## config.mk

```make
export PLATFORM = sky130hd
export DESIGN_NAME = signed_int_to_decimal_ascii_unit
export DESIGN_NICKNAME = d
export VERILOG_FILES = /design/src/rtl/sidau_pkg.sv /design/src/rtl/signed_int_to_decimal_ascii_unit.sv
export SDC_FILE = /design/constraint.sdc
export NUM_CORES = 1
export LEC_CHECK = 0
export ABC_AREA = 0
export BUFFER_PORTS_ARGS = -buffer_cell sky130_fd_sc_hd__buf_2
export CAP_MARGIN = 20
export CELL_PAD_IN_SITES_DETAIL_PLACEMENT = 0
export CELL_PAD_IN_SITES_GLOBAL_PLACEMENT = 1
export CORE_MARGIN = 2
export CORE_UTILIZATION = 45
export CTS_CLUSTER_SIZE = 24
export DETAILED_ROUTE_END_ITERATION = 6
export GPL_TIMING_DRIVEN = 0
export PLACE_DENSITY_LB_ADDON = 0.1
export SYNTH_ARGS = -nofsm -noshare
export SYNTH_HDL_FRONTEND = slang
export SYNTH_SLANG_ARGS = --single-unit
```

## constraint.sdc

```tcl
create_clock -name clk -period 6 [get_ports clk]
set_input_delay 0.9 -clock clk [delete_from_list [all_inputs] [get_ports clk]]
set_output_delay 0.9 -clock clk [all_outputs]
set_load 0.03 [all_outputs]
```

## src/rtl/sidau_pkg.sv

```systemverilog
// ----------------------------------------------------------------------------
// sidau_pkg
// shared widths, character codes and the shift-add-3 step used to turn a
// binary magnitude into packed decimal digits
// ----------------------------------------------------------------------------
package sidau_pkg;

  localparam int BIN_W           = 32;
  localparam int NUM_DIGITS      = 10;
  localparam int DIGIT_W         = 4;
  localparam int BCD_W           = NUM_DIGITS * DIGIT_W;
  localparam int DIG_IDX_W       = $clog2(NUM_DIGITS);
  localparam int CHAR_W          = 6;
  localparam int STEPS_PER_STAGE = 4;
  localparam int DABBLE_STAGES   = BIN_W / STEPS_PER_STAGE;

  localparam logic [CHAR_W-1:0] CH_ZERO  = CHAR_W'(48);
  localparam logic [CHAR_W-1:0] CH_MINUS = CHAR_W'(45);

  typedef logic [DIGIT_W-1:0] digit_t;
  typedef digit_t [NUM_DIGITS-1:0] bcd_t;
  typedef logic [DIG_IDX_W-1:0] dig_idx_t;

  // one double-dabble step: correct every digit, then shift in the next bit
  function automatic bcd_t dabble_step(bcd_t bcd, logic bit_in);
    bcd_t             adj;
    logic [BCD_W-1:0] flat;
    for (int k = 0; k < NUM_DIGITS; k++) begin
      adj[k] = (bcd[k] >= digit_t'(5)) ? digit_t'(bcd[k] + digit_t'(3)) : bcd[k];
    end
    flat = adj;
    return bcd_t'({flat[BCD_W-2:0], bit_in});
  endfunction

endpackage

```

## src/rtl/signed_int_to_decimal_ascii_unit.sv

```systemverilog
// ----------------------------------------------------------------------------
// signed_int_to_decimal_ascii_unit
// converts a signed 32-bit integer into its decimal ascii text, one
// character per output transaction, minus sign first, no leading zeros
// ----------------------------------------------------------------------------
//
//  channel | signals                        | direction | meaning
//  --------+--------------------------------+-----------+--------------------------
//  input   | in_valid, in_ready, value      | in        | one integer per transaction
//  output  | out_valid, out_ready,          | out       | one character per transaction,
//          | character, last                |           | last marks the final one
//
//  a value goes through one capture stage (sign and magnitude), eight
//  conversion stages of four shift-add-3 steps each and a digit-scan stage
//  into the output register, which sends 1 to 11 characters, one per cycle
//  while out_ready is high; the next value loads as the last character leaves.
//  rst is synchronous and clears every valid bit; data registers keep junk.
//  a stall on the output backs up stage by stage through per-stage ready,
//  while the pipeline keeps filling with later items behind it.
// ----------------------------------------------------------------------------
module signed_int_to_decimal_ascii_unit (
  input  logic                            clk,
  input  logic                            rst,
  input  logic                            in_valid,
  output logic                            in_ready,
  input  logic signed [sidau_pkg::BIN_W-1:0]  value,
  output logic                            out_valid,
  input  logic                            out_ready,
  output logic        [sidau_pkg::CHAR_W-1:0] character,
  output logic                            last
);

  import sidau_pkg::*;

  // conversion pipeline: entry 0 is the capture stage, 1..N the dabble stages
  logic [DABBLE_STAGES:0] st_valid;
  logic [DABBLE_STAGES:0] st_ready;
  logic [DABBLE_STAGES:0] st_neg;
  bcd_t                   st_bcd [DABBLE_STAGES+1];
  logic [BIN_W-1:0]       st_bin [DABBLE_STAGES+1];

  // digit-scan stage
  logic     scan_valid;
  logic     scan_ready;
  logic     scan_neg;
  bcd_t     scan_bcd;
  dig_idx_t scan_top;
  dig_idx_t scan_top_next;

  // output register and character sequencer
  logic     ser_valid;
  logic     ser_ready;
  logic     ser_sign;
  dig_idx_t ser_idx;
  bcd_t     ser_bcd;
  logic     ser_take;
  logic     out_fire;

  logic [BIN_W-1:0] raw;
  logic             raw_neg;

  // ---------------------------------------------------------------------------
  // capture stage: sign and 32-bit unsigned magnitude, so the most negative
  // value maps to 2147483648 without overflow
  // ---------------------------------------------------------------------------
  assign raw      = BIN_W'(value);
  assign raw_neg  = raw[BIN_W-1];
  assign in_ready = st_ready[0];

  assign st_ready[0] = !st_valid[0] || st_ready[1];

  always_ff @(posedge clk) begin
    if (rst) begin
      st_valid[0] <= 1'b0;
    end else if (st_ready[0]) begin
      st_valid[0] <= in_valid;
    end
  end

  always_ff @(posedge clk) begin
    if (in_valid && st_ready[0]) begin
      st_neg[0] <= raw_neg;
      st_bin[0] <= raw_neg ? BIN_W'(BIN_W'(0) - raw) : raw;
      st_bcd[0] <= '0;
    end
  end

  // ---------------------------------------------------------------------------
  // dabble stages: each one consumes four magnitude bits, msb first
  // ---------------------------------------------------------------------------
  for (genvar s = 1; s <= DABBLE_STAGES; s++) begin : g_dabble
    bcd_t             bcd_next;
    logic [BIN_W-1:0] bin_next;

    if (s == DABBLE_STAGES) begin : g_tail
      assign st_ready[s] = !st_valid[s] || scan_ready;
    end else begin : g_body
      assign st_ready[s] = !st_valid[s] || st_ready[s+1];
    end

    always_comb begin
      bcd_next = st_bcd[s-1];
      bin_next = st_bin[s-1];
      for (int j = 0; j < STEPS_PER_STAGE; j++) begin
        bcd_next = dabble_step(bcd_next, bin_next[BIN_W-1]);
        bin_next = {bin_next[BIN_W-2:0], 1'b0};
      end
    end

    always_ff @(posedge clk) begin
      if (rst) begin
        st_valid[s] <= 1'b0;
      end else if (st_ready[s]) begin
        st_valid[s] <= st_valid[s-1];
      end
    end

    always_ff @(posedge clk) begin
      if (st_valid[s-1] && st_ready[s]) begin
        st_neg[s] <= st_neg[s-1];
        st_bcd[s] <= bcd_next;
        st_bin[s] <= bin_next;
      end
    end
  end

  // ---------------------------------------------------------------------------
  // digit scan: index of the highest nonzero digit, zero when all are zero
  // ---------------------------------------------------------------------------
  assign scan_ready = !scan_valid || ser_ready;

  always_comb begin
    scan_top_next = '0;
    for (int k = 0; k < NUM_DIGITS; k++) begin
      if (st_bcd[DABBLE_STAGES][k] != digit_t'(0)) begin
        scan_top_next = dig_idx_t'(k);
      end
    end
  end

  always_ff @(posedge clk) begin
    if (rst) begin
      scan_valid <= 1'b0;
    end else if (scan_ready) begin
      scan_valid <= st_valid[DABBLE_STAGES];
    end
  end

  always_ff @(posedge clk) begin
    if (st_valid[DABBLE_STAGES] && scan_ready) begin
      scan_neg <= st_neg[DABBLE_STAGES];
      scan_bcd <= st_bcd[DABBLE_STAGES];
      scan_top <= scan_top_next;
    end
  end

  // ---------------------------------------------------------------------------
  // character sequencer: sign first if negative, then digits from the top
  // index down to digit zero; a new value loads as the last one leaves
  // ---------------------------------------------------------------------------
  assign out_valid = ser_valid;
  assign out_fire  = ser_valid && out_ready;
  assign last      = !ser_sign && (ser_idx == dig_idx_t'(0));
  assign character = ser_sign ? CH_MINUS : CHAR_W'(CH_ZERO + CHAR_W'(ser_bcd[ser_idx]));

  assign ser_ready = !ser_valid || (out_ready && last);
  assign ser_take  = scan_valid && ser_ready;

  always_ff @(posedge clk) begin
    if (rst) begin
      ser_valid <= 1'b0;
      ser_sign  <= 1'b0;
    end else if (ser_take) begin
      ser_valid <= 1'b1;
      ser_sign  <= scan_neg;
    end else if (out_fire) begin
      if (ser_sign) begin
        ser_sign <= 1'b0;
      end else if (ser_idx == dig_idx_t'(0)) begin
        ser_valid <= 1'b0;
      end
    end
  end

  always_ff @(posedge clk) begin
    if (ser_take) begin
      ser_idx <= scan_top;
      ser_bcd <= scan_bcd;
    end else if (out_fire && !ser_sign && (ser_idx != dig_idx_t'(0))) begin
      ser_idx <= dig_idx_t'(ser_idx - dig_idx_t'(1));
    end
  end

endmodule
```

Word-level counts from Yosys, hierarchy flattened
Memories as Yosys holds them, arrays and structs flattened.
Cells that the tools add are included.
{ "op_classes": {"n_eq_ne": 1, "mux": 358, "magnitude_cmp": 321, "reduce_logical": 55, "n_addsub": 323} }
{ "ops": {"columns": ["operator", "n"], "rows": [
  ["4-bit by 3-bit greater-or-equal comparator with 1-bit output (second input constant)", 320],
  ["4-bit 2-to-1 mux", 297],
  ["4-bit by 2-bit adder with 4-bit output (second input constant)", 288],
  ["3-bit by 2-bit adder with 3-bit output (second input constant)", 32],
  ["3-bit 2-to-1 mux", 32],
  ["4-bit nonzero test", 10],
  ["32-bit 2-to-1 mux", 1],
  ["1-bit by 32-bit subtractor with 32-bit output (first input constant)", 1],
  ["1-bit 2-to-1 mux", 26],
  ["4-bit binary-select mux with 4-bit select", 1],
  ["1-bit logical AND", 16],
  ["1-bit zero test", 12],
  ["1-bit logical OR", 11],
  ["5-bit by 5-bit adder with 6-bit output (first input constant)", 1],
  ["6-bit 2-to-1 mux", 1],
  ["2-bit nonzero test", 3],
  ["4-bit by 5-bit less-than comparator with 1-bit output (second input constant)", 1],
  ["4-bit zero test", 1],
  ["4-bit by 1-bit subtractor with 4-bit output (second input constant)", 1],
  ["3-bit AND reduction", 1],
  ["2-bit by 1-bit != test with 1-bit output (second input constant)", 1],
  ["2-bit OR reduction", 1]
]} }
{ "totals": {"ramBits": 648, "memories": 2, "regBits": 110, "wordCells": 1105} }
{ "mem_list": {"columns": ["name", "words", "width", "read_ports", "rd_clocked_by_memory_dff", "write_ports", "line_no", "text"], "rows": [
  ["st_bcd", 9, 40, 9, 0, 9, "signed_int_to_decimal_ascii_unit.sv:39", "bcd_t st_bcd [DABBLE_STAGES+1];"],
  ["st_bin", 9, 32, 8, 0, 9, "signed_int_to_decimal_ascii_unit.sv:40", "logic [BIN_W-1:0] st_bin [DABBLE_STAGES+1];"]
]} }

Depth between registers and ports, before layout
{ "logic_depth": {"depth_word": 17, "mapped_depth": 19, "mapped_depth_nobuf": 19} }

Least setup slack after synthesis
Ideal clock, no wire load.
{ "synth_timing": {"path_type": "register to register", "from": "register ser_idx[0]", "to": "memory st_bcd[0][40] in the netlist's numbering, enable pin", "arrival_ps": 5174, "path_stages_with_launch": 14, "setup_slack_ps": 348, "required_time_ps": 5522, "setup_time_ps": 478, "cell_sequence": "edfxtp_1 -> clkbuf_1 -> clkbuf_1 -> inv_1 -> ha_1 -> or3b_2 -> o21a_1 -> and3_1 -> and2_1 -> and3_1 -> clkbuf_1 -> nand3_1 -> nor2_1 -> a21boi_0"} }
{ "synth_rtl": {"columns": ["element", "line_no", "text"], "rows": [
  ["start, declared", "signed_int_to_decimal_ascii_unit.sv:54", "dig_idx_t ser_idx;"],
  ["start signal, assigned", "signed_int_to_decimal_ascii_unit.sv:187", "ser_idx <= scan_top;"],
  ["start signal, assigned", "signed_int_to_decimal_ascii_unit.sv:190", "ser_idx <= dig_idx_t'(ser_idx - dig_idx_t'(1));"],
  ["end, declared", "signed_int_to_decimal_ascii_unit.sv:39", null]
]} }

Worst setup path in the final report
{ "layout_timing": {"from": "register ser_idx[0]", "to": "output port in_ready"} }
{ "layout_between": {"elab_chain_cells": 14} }
{ "layout_lines": {"columns": ["element", "line_no", "text"], "rows": [
  ["4-bit zero test", "signed_int_to_decimal_ascii_unit.sv:163", "assign last = !ser_sign && (ser_idx == dig_idx_t'(0));"],
  ["1-bit logical AND", "signed_int_to_decimal_ascii_unit.sv:163", null],
  ["1-bit logical AND", "signed_int_to_decimal_ascii_unit.sv:166", "assign ser_ready = !ser_valid || (out_ready && last);"],
  ["1-bit logical OR", "signed_int_to_decimal_ascii_unit.sv:166", null],
  ["1-bit logical OR", "signed_int_to_decimal_ascii_unit.sv:130", "assign scan_ready = !scan_valid || ser_ready;"],
  ["1-bit logical OR", "signed_int_to_decimal_ascii_unit.sv:96", "assign st_ready[s] = !st_valid[s] || scan_ready;"],
  ["1-bit logical OR (7 in series)", "signed_int_to_decimal_ascii_unit.sv:98", "assign st_ready[s] = !st_valid[s] || st_ready[s+1];"],
  ["1-bit logical OR", "signed_int_to_decimal_ascii_unit.sv:70", "assign st_ready[0] = !st_valid[0] || st_ready[1];"],
  ["end, declared", "signed_int_to_decimal_ascii_unit.sv:25", "output logic in_ready,"]
]} }
No other way between the ends.

==> run metrics <==
vias per cell 5.668; hold crit path type register to register; worst vdd ir 0.1862 mV; syn_area_per_cell 9.675 um^2; count leader, synth edfxtp_1; RSZ-0062 raised after global routing no; crit path cell chain clkbuf_2, inv_1, ha_1, or3b_2, o21a_1, and3_1, and2_1, and3_1, clkbuf_1, nand3_1, nor2_2, nand3_1, buf_2; Antenna Diode Count 0; CTS tree built; Pleak 12.50 nW; Clock Latency Late Sink 0.60 ns; first-pass GRT wire length 104.4 mm; EDFF count, synth 427; crit-path max cell delay 0.57 ns; detailed-route via count 23,820; area leader, netlist edfxtp_1; critical path's top delay family simple AND/OR/NAND/NOR gates; Worst EP arrival 4.55 ns; initial antenna violation count 0; H-tree Lvls 2; I/O pin count 45; top-area cell type share of the netlist area 41.62%; Setup Skew 0.01873 ns; Pwr Density 218.7 nW/um^2; fmax 183.5 MHz; Post-Layout Inst Area 34,230 um^2; uppermost layer routed met4; worst slew pin tran 0.9542 ns; part of the Yosys area used for sequential elements 42.40%; total power 7.486 mW; DRC viols 0; Synth-to-Final Area Change 11.11%; GRT Total Usage 17.11%; ys flop type edfxtp_1; Final ANT Viol Nets 0; largest cells by area after synthesis edfxtp_1 (42%), ha_1 (6.0%), a21oi_1 (5.2%), xnor2_1 (4.5%), o21ai_0 (4.2%); final period demand of the worst path 5.451 ns; post-place instance area 32,410 um^2; Crit path required time 5.10 ns; met2 wire length 31.57 mm; vias in the first global route 22,890; largest net degree at the start of global routing 45; routed wire length 61.15 mm; CTS Buffer Depth 3; Die Ht 265.6 um; Async SR Flop Fraction 0%; Max-cap violations 0; IO Port Bufs 43; hpwl dp 45.41 mm; first drt pass iteration count 7; Sequential Area 13,060 um^2; CP max FO 10; total gr overflow 0; Setup-failing EPs final 0; post-cts resize count 1; final hold vios 0; CP Capture Type output port; DP Cell Count 4,110; Initial Utilization 45.63%; Synth Register Bits 439; Syn Std Cell Area 30,800 um^2; Synth cell types 105; Post-Syn Nets 3,367; Site Rows 95; critical path class register to output port; average wire per standard cell 14.55 um; Post-CTS Hold Fix Bufs 0; synthesis warning total 0; status finished clean; layout cells sized above 1 9.372%; die width 265.6 um; fin. max-slew vios 0; Initial DRC Count 1,125; cells after synthesis 3,184; Multi-input gate area 16,730 um^2; Final WS setup 0.5490 ns; CP Launch Type register; die area 70,560 um^2; Clock Sinks 439; Slowest cell on crit path edfxtp_1; Final GP Congestion 0.7958; final worst path period share 90.85%; DRT met1 WL 26.70 mm; root buf cell clkbuf_16; Setup WS pre-CTS 0.4766 ns; CORE AREA 67,510 um^2; Post-synth top cells edfxtp_1 (427), a21oi_1 (319), o21ai_0 (258); worst rel slew slack 36.25%; fin cells 4,202; layout net count 3,471; CTS Buf Count 50; DR WL met3 1.582 mm; Reg clk slew, reported paths 0.06 ns; Critical path buffers and inverters 4; fill count 6,090; Post-CTS Setup Inserts 0
area by class of cell:
class                   instances  area share, %
plain buffers                  82          1.002
clock buffers                  55          3.710
clock inverters                38          1.601
inverters                     204          2.237
multi-input cells            2458          48.88
flip-flops and latches        439          38.16
well taps                     873          3.191
repair buffers                 53          1.214
layout by cell type (no fill, tap or decap), types with 42 or more instances in the layout:
| cell | instances |
|---|---|
| nand2b_1 | 74 |
| edfxtp_1 | 427 |
| a31oi_1 | 72 |
| a21oi_1 | 319 |
| clkbuf_16 | 50 |
| buf_2 | 46 |
| nor3b_1 | 46 |
| clkbuf_1 | 77 |
| mux2i_1 | 89 |
| nor3_1 | 55 |
| xnor2_1 | 157 |
| a211oi_1 | 43 |
| o22ai_1 | 43 |
| nand2_1 | 207 |
| nand3_1 | 44 |
| ha_1 | 147 |
| nor2_1 | 238 |
| mux2_2 | 70 |
| o21a_1 | 42 |
| o21ai_0 | 258 |
| inv_1 | 199 |
power breakdown:
| part | total [mW] | switching [mW] | leakage (nW) | internal (mW) |
|---|---|---|---|---|
| logic | 0.725 | 0.427 | 7.61 | 0.298 |
| clock network | 3.31 | 1.26 | 0.877 | 2.06 |
| registers | 3.45 | 0.0254 | 4.02 | 3.42 |
| total | 7.49 | 1.71 | 12.5 | 5.78 |
flip-flops by register name, summed over array words and instances, names as in the netlist:
signal	count
out_valid	1
scan_bcd	40
scan_neg	1
scan_top	4
scan_valid	1
ser_bcd	40
ser_idx	4
ser_sign	1
st_bcd	185
st_bin	144
st_neg	9
st_valid	9
worst reg2reg max path, delay by kind of cell (launching register included):
kind                     cells  cell delay [ns]
AO/OA/AOI/OAI                6             1.56
XOR/XNOR                     2             0.81
adder cells (fa/ha/maj)      2             0.53
buffers and inverters        3             0.57
flip-flops                   1             0.52
AND/OR/NAND/NOR              2             0.28
cells by family (layout without fill, tap and decap cells):
| kind of cell | Yosys count | in the layout | share of synthesized area (%) |
|---|---|---|---|
| compound gates | 1126 | 1126 | 23.12 |
| xor+xnor | 194 | 194 | 5.638 |
| fa+ha+maj | 149 | 149 | 6.036 |
| buf+inv | 287 | 432 | 3.603 |
| flops | 439 | 439 | 42.40 |
| mux | 170 | 170 | 6.166 |
| other cells | 1 | 1 | 0.01217 |
| simple gates | 818 | 818 | 13.03 |
metal layers:
metal,vias up,track usage [%]
met5,-,0
met4,0,4.920
met3,79,2.037
met2,312,32.52
met1,11220,20.10
li1,12210,-
worst paths after layout:
| check | slack, ns | startpoint | endpoint | cells after the start |
|---|---|---|---|---|
| hold / removal | 0.41 | st_bin[0][153]$_DFFE_PP_ | st_bin[0][189]$_DFFE_PP_ | 0 |
| hold reg to reg | 0.41 | st_bin[0][153]$_DFFE_PP_ | st_bin[0][189]$_DFFE_PP_ | 0 |
| setup / recovery | 0.55 | ser_idx[0]$_DFFE_PP_ | in_ready | 13 |
| setup reg to reg | 1.47 | st_bcd[0][120]$_DFFE_PP_ | st_bcd[0][166]$_DFFE_PP_ | 15 |
through the flow:
stage                     hold slack (ns)  utilization, %  TNS [ns]
final                              0.4150           50.70         0
after global routing               0.4201           50.70         0
after CTS                          0.4156           50.70         0
after detailed placement           0.4045           48.00         0
after global placement             0.4032           47.56   -138.66
after floorplan                    0.4003               -         0
No activity file was read; power rests on OpenSTA's default activity.
